--- config.mk ---
export PLATFORM = sky130hd
export DESIGN_NAME = cookie_header_tokenizer
export DESIGN_NICKNAME = d
export VERILOG_FILES = /design/src/rtl/ckt_pkg.sv /design/src/rtl/ckt_in_reg.sv /design/src/rtl/ckt_parse.sv /design/src/rtl/cookie_header_tokenizer.sv
export SDC_FILE = /design/constraint.sdc
export NUM_CORES = 1
export LEC_CHECK = 0
export BUFFER_PORTS_ARGS = -buffer_cell sky130_fd_sc_hd__buf_2
export CAP_MARGIN = 5
export CORE_MARGIN = 2
export CORE_UTILIZATION = 42
export CTS_CLUSTER_SIZE = 12
export DETAILED_ROUTE_END_ITERATION = 6
export PLACE_DENSITY = 0.59
export SYNTH_ARGS = -nofsm -noshare
export SYNTH_HDL_FRONTEND = slang
export SYNTH_SLANG_ARGS = --single-unit
--- constraint.sdc ---
create_clock -name clk -period 5.7 [get_ports clk]
set_clock_uncertainty 0.2 [all_clocks]
set_input_delay 0.285 -clock clk [delete_from_list [all_inputs] [get_ports clk]]
set_output_delay 0.285 -clock clk [all_outputs]
set_load 0.005 [all_outputs]
--- src/rtl/ckt_pkg.sv ---
// Types and character constants for the cookie header tokenizer.
package ckt_pkg;

  localparam int START_W = 12;
  localparam int LEN_W   = 13;

  localparam logic [7:0] CH_NUL  = 8'h00;
  localparam logic [7:0] CH_EQ   = 8'h3D;
  localparam logic [7:0] CH_SEMI = 8'h3B;
  localparam logic [7:0] CH_SP   = 8'h20;
  localparam logic [7:0] CH_TAB  = 8'h09;
  localparam logic [7:0] CH_FF   = 8'h0C;
  localparam logic [7:0] CH_CR   = 8'h0D;
  localparam logic [7:0] CH_LF   = 8'h0A;

  localparam logic [1:0] PH_LEAD  = 2'd0;
  localparam logic [1:0] PH_KEY   = 2'd1;
  localparam logic [1:0] PH_VSKIP = 2'd2;
  localparam logic [1:0] PH_VALUE = 2'd3;

  typedef struct packed {
    logic               pair_valid;
    logic [START_W-1:0] key_start;
    logic [LEN_W-1:0]   key_len;
    logic [START_W-1:0] value_start;
    logic [LEN_W-1:0]   value_len;
    logic               end_of_string;
    logic               too_long;
  } ckt_result_t;

endpackage

--- src/rtl/ckt_in_reg.sv ---
// Input register stage holding one header byte until the parser takes it.
module ckt_in_reg (
  input  logic       clk,
  input  logic       rst,
  input  logic       in_valid,
  output logic       in_ready,
  input  logic [7:0] char_byte,
  input  logic       take,
  output logic       held,
  output logic [7:0] held_byte
);

  assign in_ready = !held || take;

  always_ff @(posedge clk) begin
    if (rst) begin
      held <= 1'b0;
    end else if (in_ready) begin
      held <= in_valid;
    end
  end

  always_ff @(posedge clk) begin
    if (in_valid && in_ready) begin
      held_byte <= char_byte;
    end
  end

endmodule

--- src/rtl/ckt_parse.sv ---
// Per-byte tokenizer state machine and span computation.
module ckt_parse #(
  parameter int MAX_LEN = 4096
) (
  input  logic                clk,
  input  logic                rst,
  input  logic [7:0]          cur_byte,
  input  logic                fire,
  output logic                has_result,
  output ckt_pkg::ckt_result_t result
);
  import ckt_pkg::*;

  localparam int PW = $clog2(MAX_LEN + 1);
  localparam int SW = $clog2(MAX_LEN);

  logic [1:0]    phase, phase_next;
  logic [PW-1:0] pos, pos_next;
  logic          ovf, ovf_next;
  logic [SW-1:0] key_begin, key_begin_next;
  logic [PW-1:0] key_finish, key_finish_next;
  logic [SW-1:0] value_begin, value_begin_next;
  logic [PW-1:0] trim_end, trim_end_next;

  logic          is_del, is_valdel, sat, eos, flag;
  logic [SW-1:0] s;
  logic [PW-1:0] s_plus, kb, klen, vlen;

  always_comb begin
    is_valdel = cur_byte inside {CH_EQ, CH_SP, CH_TAB, CH_FF, CH_CR, CH_LF};
    is_del    = is_valdel || (cur_byte == CH_SEMI);
    eos       = (cur_byte == CH_NUL);
    sat       = (pos >= PW'(MAX_LEN));
    s         = sat ? SW'(MAX_LEN - 1) : pos[SW-1:0];
    s_plus    = PW'(s) + PW'(1);
    flag      = ovf || (!eos && sat);
    kb        = PW'(key_begin);
    if (phase == PH_KEY) begin
      klen = (pos >= kb) ? (pos - kb) : '0;
    end else begin
      klen = key_finish - kb;
    end
    vlen = trim_end - PW'(value_begin);

    result.end_of_string = eos;
    result.too_long      = flag;
    if (phase == PH_LEAD) begin
      result.pair_valid  = 1'b0;
      result.key_start   = '0;
      result.key_len     = '0;
      result.value_start = '0;
      result.value_len   = '0;
    end else begin
      result.pair_valid  = 1'b1;
      result.key_start   = START_W'(key_begin);
      result.key_len     = LEN_W'(klen);
      result.value_start = (phase == PH_VALUE) ? START_W'(value_begin) : '0;
      result.value_len   = (phase == PH_VALUE) ? LEN_W'(vlen) : '0;
    end
    has_result = eos || ((cur_byte == CH_SEMI) && (phase != PH_LEAD));
  end

  always_comb begin
    phase_next       = phase;
    pos_next         = pos;
    ovf_next         = ovf;
    key_begin_next   = key_begin;
    key_finish_next  = key_finish;
    value_begin_next = value_begin;
    trim_end_next    = trim_end;
    if (eos) begin
      phase_next = PH_LEAD;
      pos_next   = '0;
      ovf_next   = 1'b0;
    end else begin
      ovf_next = flag;
      if (!sat) begin
        pos_next = pos + PW'(1);
      end
      case (phase)
        PH_LEAD: begin
          if (!is_del) begin
            key_begin_next = s;
            phase_next     = PH_KEY;
          end
        end
        PH_KEY: begin
          if (cur_byte == CH_SEMI) begin
            phase_next = PH_LEAD;
          end else if (cur_byte == CH_EQ) begin
            key_finish_next = pos;
            phase_next      = PH_VSKIP;
          end
        end
        PH_VSKIP: begin
          if (cur_byte == CH_SEMI) begin
            phase_next = PH_LEAD;
          end else if (!is_valdel) begin
            value_begin_next = s;
            trim_end_next    = s_plus;
            phase_next       = PH_VALUE;
          end
        end
        default: begin
          if (cur_byte == CH_SEMI) begin
            phase_next = PH_LEAD;
          end else if (cur_byte != CH_SP) begin
            trim_end_next = s_plus;
          end
        end
      endcase
    end
  end

  always_ff @(posedge clk) begin
    if (rst) begin
      phase <= PH_LEAD;
      pos   <= '0;
      ovf   <= 1'b0;
    end else if (fire) begin
      phase <= phase_next;
      pos   <= pos_next;
      ovf   <= ovf_next;
    end
  end

  always_ff @(posedge clk) begin
    if (fire) begin
      key_begin   <= key_begin_next;
      key_finish  <= key_finish_next;
      value_begin <= value_begin_next;
      trim_end    <= trim_end_next;
    end
  end

endmodule

--- src/rtl/cookie_header_tokenizer.sv ---
// Cookie header tokenizer top level: input register, parser, result register.
// A byte is held in the input register; its result is then stored in the result register.
// Throughput: one byte per cycle; bytes without a result never wait on out_ready.
// A byte with a result waits in the input register only while out_valid && !out_ready.
// Reset (rst, synchronous) empties both registers and returns the parser to offset 0.
module cookie_header_tokenizer #(
  parameter int MAX_LEN = 4096
) (
  input  logic                        clk,
  input  logic                        rst,
  input  logic                        in_valid,
  output logic                        in_ready,
  input  logic [7:0]                  char_byte,
  output logic                        out_valid,
  input  logic                        out_ready,
  output logic                        pair_valid,
  output logic [ckt_pkg::START_W-1:0] key_start,
  output logic [ckt_pkg::LEN_W-1:0]   key_len,
  output logic [ckt_pkg::START_W-1:0] value_start,
  output logic [ckt_pkg::LEN_W-1:0]   value_len,
  output logic                        end_of_string,
  output logic                        too_long
);
  import ckt_pkg::*;

  logic        held, take, has_result, out_free;
  logic [7:0]  held_byte;
  ckt_result_t result, result_q;

  assign out_free = !out_valid || out_ready;
  assign take     = held && (!has_result || out_free);

  ckt_in_reg u_in_reg (
    .clk       (clk),
    .rst       (rst),
    .in_valid  (in_valid),
    .in_ready  (in_ready),
    .char_byte (char_byte),
    .take      (take),
    .held      (held),
    .held_byte (held_byte)
  );

  ckt_parse #(.MAX_LEN(MAX_LEN)) u_parse (
    .clk        (clk),
    .rst        (rst),
    .cur_byte   (held_byte),
    .fire       (take),
    .has_result (has_result),
    .result     (result)
  );

  always_ff @(posedge clk) begin
    if (rst) begin
      out_valid <= 1'b0;
    end else if (take && has_result) begin
      out_valid <= 1'b1;
    end else if (out_ready) begin
      out_valid <= 1'b0;
    end
  end

  always_ff @(posedge clk) begin
    if (take && has_result) begin
      result_q <= result;
    end
  end

  assign pair_valid    = result_q.pair_valid;
  assign key_start     = result_q.key_start;
  assign key_len       = result_q.key_len;
  assign value_start   = result_q.value_start;
  assign value_len     = result_q.value_len;
  assign end_of_string = result_q.end_of_string;
  assign too_long      = result_q.too_long;

endmodule

==> impl_metrics.env <==
export IMPL_status="completed"
export IMPL_dieHeight_um=131
export IMPL_gp_congestion=0.908
export IMPL_die_w_um=131
export IMPL_yosysWarnings=0
export IMPL_ys_types=65
export IMPL_critPathKind="reg -> reg"
export IMPL_gr_total_overflow=0
export IMPL_synth_top_family_by_area="simple AND/OR/NAND/NOR gates"
export IMPL_via_per_inst=5.38
export IMPL_required_ns=5.57
export IMPL_dpl_hpwl_um=11400
export IMPL_slowest_delay_ns=0.70
export IMPL_synth_edf_count=111
export IMPL_yosys_top_cells_area="edfxtp_1 (49%), ha_1 (7.2%), dfxtp_1 (5.3%)"
export IMPL_cts_buffer_depth=2
export IMPL_cts_reportedPaths_clkPinSlew_ns=0.06
export IMPL_root_buffer="clkbuf_16"
export IMPL_grt_max_degree=28
export IMPL_period_share_pct=60.3
export IMPL_syn_nets=659
export IMPL_cpMaxStageDelayCell="nor2_2"
export IMPL_fill_cells=1380
export IMPL_drv_slew=0
export IMPL_ant_nets=0
export IMPL_clock_sinks=129
export IMPL_finalPower_mw=2.34
export IMPL_dp_slack_ns=2.20
export IMPL_fin_ws_ns=2.26
export IMPL_holdWs_ns=0.0923
export IMPL_hold_violations=0
export IMPL_drt_wl_total_um=15800
export IMPL_ys_ff_latch=129
export IMPL_leakage_nw=3.20
export IMPL_yosysTopAreaCellShare_pct=49.1
export IMPL_min_period_ns=3.44
export IMPL_worst_ep_arrival_time_ns=3.31
export IMPL_cts_tree="built"
export IMPL_post_cts_buffers=0
export IMPL_vdd_drop_max_mv=0.225
export IMPL_drv_cap=0
export IMPL_netlist_instances=605
export IMPL_route_vias_total=4951
export IMPL_cts_buffers=17
export IMPL_cp_buffers_inverters=2
export IMPL_synth_flop_cell="edfxtp_1"
export IMPL_yosys_area_share_simple_pct=15.5
export IMPL_netlist_top_cell_by_area="edfxtp_1"
export IMPL_final_cell_mix="edfxtp_1 (111), nor2_1 (67), buf_2 (66)"
export IMPL_seq_area_frac_synth_pct=54.4
export IMPL_synth_xor_area_share_pct=3.61
export IMPL_clk_latency_ns=0.42
export IMPL_fin_setup_tns_ns=0
export IMPL_drt_iter0_drc=399
export IMPL_io_pins=67
export IMPL_n_antenna_cell=0
export IMPL_synth_area_um2=6790
export IMPL_start_kind="flop"
export IMPL_antenna_found_initial=1
export IMPL_synthMuxAreaShare_pct=0.884
export IMPL_grt_pass1_wl_um=25500
export IMPL_die_area_um2=17200
export IMPL_synthAdderAreaFrac_pct=8.07
export IMPL_max_freq_mhz=291
export IMPL_slew_headroom_pct=26.0
export IMPL_dr_pass1_iters=5
export IMPL_numPortBuffers=66
export IMPL_layout_drive_gt1_share_pct=19.3
export IMPL_drc=0
export IMPL_avgSynthCellArea_um2=11.2
export IMPL_worst_slew_pin_transition_ns=1.11
export IMPL_track_usage_pct=19.0
export IMPL_path_cells="nor2_2 > inv_1 > nand2_1 > o211ai_1 > nor2b_4 > buf_4"
export IMPL_layout_commonest_cell="edfxtp_1"
export IMPL_crit_path_max_fanout=27
export IMPL_cp_end_kind="flop"
export IMPL_grt_pass1_vias=4897
export IMPL_wl_per_cell_um=17.2
export IMPL_crit_family="simple AND/OR/NAND/NOR gates"
export IMPL_rsz0062_at_grt="no"
export IMPL_initial_core_util_pct=42.9
export IMPL_area_growth_synth_to_final_pct=19.8
export IMPL_h_tree_depth=4
export IMPL_row_count=46
export IMPL_synth_compound_area_share_pct=13.9
export IMPL_core_um2=15800
export IMPL_power_density_nw_per_um2=288
export IMPL_worstHoldPathType="in -> reg"
export IMPL_setup_viol=0
export IMPL_fin_nets=745
export IMPL_async_flop_share_pct=0
metal layers:
metal / global-route usage [%] / share of wire, % / up-vias
met3: 3.86 / 5.0 / 21
met4: 7.67 / 1.5 / 0
met2: 30.5 / 47 / 148
li1: - / - / 2393
met1: 25.2 / 47 / 2389
met5: 0 / 0 / -
cells by family after synthesis:
group / Yosys count
AO/OA/AOI/OAI: 138
XOR/XNOR: 28
adder cells (fa/ha/maj): 42
buffers and inverters: 61
flip-flops: 129
multiplexers: 6
AND/OR/NAND/NOR: 201
Yosys cell counts, types with 4 or more instances:
cell / n
a211oi_1: 5
a21o_1: 6
a21oi_1: 31
and3_1: 6
clkbuf_1: 8
dfxtp_1: 18
edfxtp_1: 111
ha_1: 39
inv_1: 47
mux2i_1: 6
nand2_1: 38
nand2b_1: 10
nand3_1: 8
nand4_1: 6
nor2_1: 67
nor2b_1: 9
nor3_1: 14
nor3b_1: 4
o211ai_1: 5
o21a_1: 14
o21ai_0: 28
o22ai_1: 7
o31ai_1: 6
o32ai_1: 7
or2_2: 13
or3_1: 6
xnor2_1: 16
xor2_1: 12
tightest hold or removal path, cell delays in order:
cell and delay (ns):
buf_2 0.07, nor2b_1 0.11, a21oi_1 0.15, nor2_1 0.05
timing repair:
action,in CTS,in global routing
resized for setup,0,0
setup endpoints to repair,0,0
hold buffers,11,0
endpoints found under the hold margin,14,0
stage by stage:
stage / instances / area, um^2 / util, %
after detailed placement: 877 / 7370 / 46.6
final: 920 / 8140 / 51.4
after global routing: 920 / 8140 / 51.4
after floorplan: 605 / 6790 / -
after global placement: 877 / 7370 / 46.6
after CTS: 920 / 8140 / 51.4
layout make-up:
type	count	area, um^2	area share (%)
Tap cell	216	270	3.32
Clock inverter	13	208	2.55
Sequential cell	129	3690	45.4
Inverter	47	176	2.17
Clock buffer	19	453	5.56
Timing Repair Buffer	81	470	5.78
Multi-Input combinational cell	415	2870	35.2
flip-flops by register name, indices dropped and copies added, names as in the netlist:
register,count
key_len,13
u_parse.key_finish,13
u_parse.pos,13
u_parse.trim_end,13
value_len,13
key_start,12
u_parse.key_begin,12
u_parse.value_begin,12
value_start,12
u_in_reg.held_byte,8
u_parse.phase,2
end_of_string,1
out_valid,1
pair_valid,1
too_long,1
u_in_reg.held,1
u_parse.ovf,1
power breakdown:
group	internal (mW)	total (mW)	switching, mW
logic	0.0362	0.0912	0.0550
clock network	0.799	1.21	0.412
registers	1.03	1.04	0.0120
total	1.86	2.34	0.479
worst paths after layout:
check	startpoint	to	slack [ns]	depth (start not counted)
worst max register to register	u_parse.phase[0]	key_start[3]	2.26	6
worst max-delay path	u_parse.phase[0]	key_start[3]	2.26	6
worst min register to register	u_parse.ovf	u_parse.ovf	0.30	2
worst min-delay path	out_ready	out_valid	0.09	4
Power figures use the tool's default switching activity.
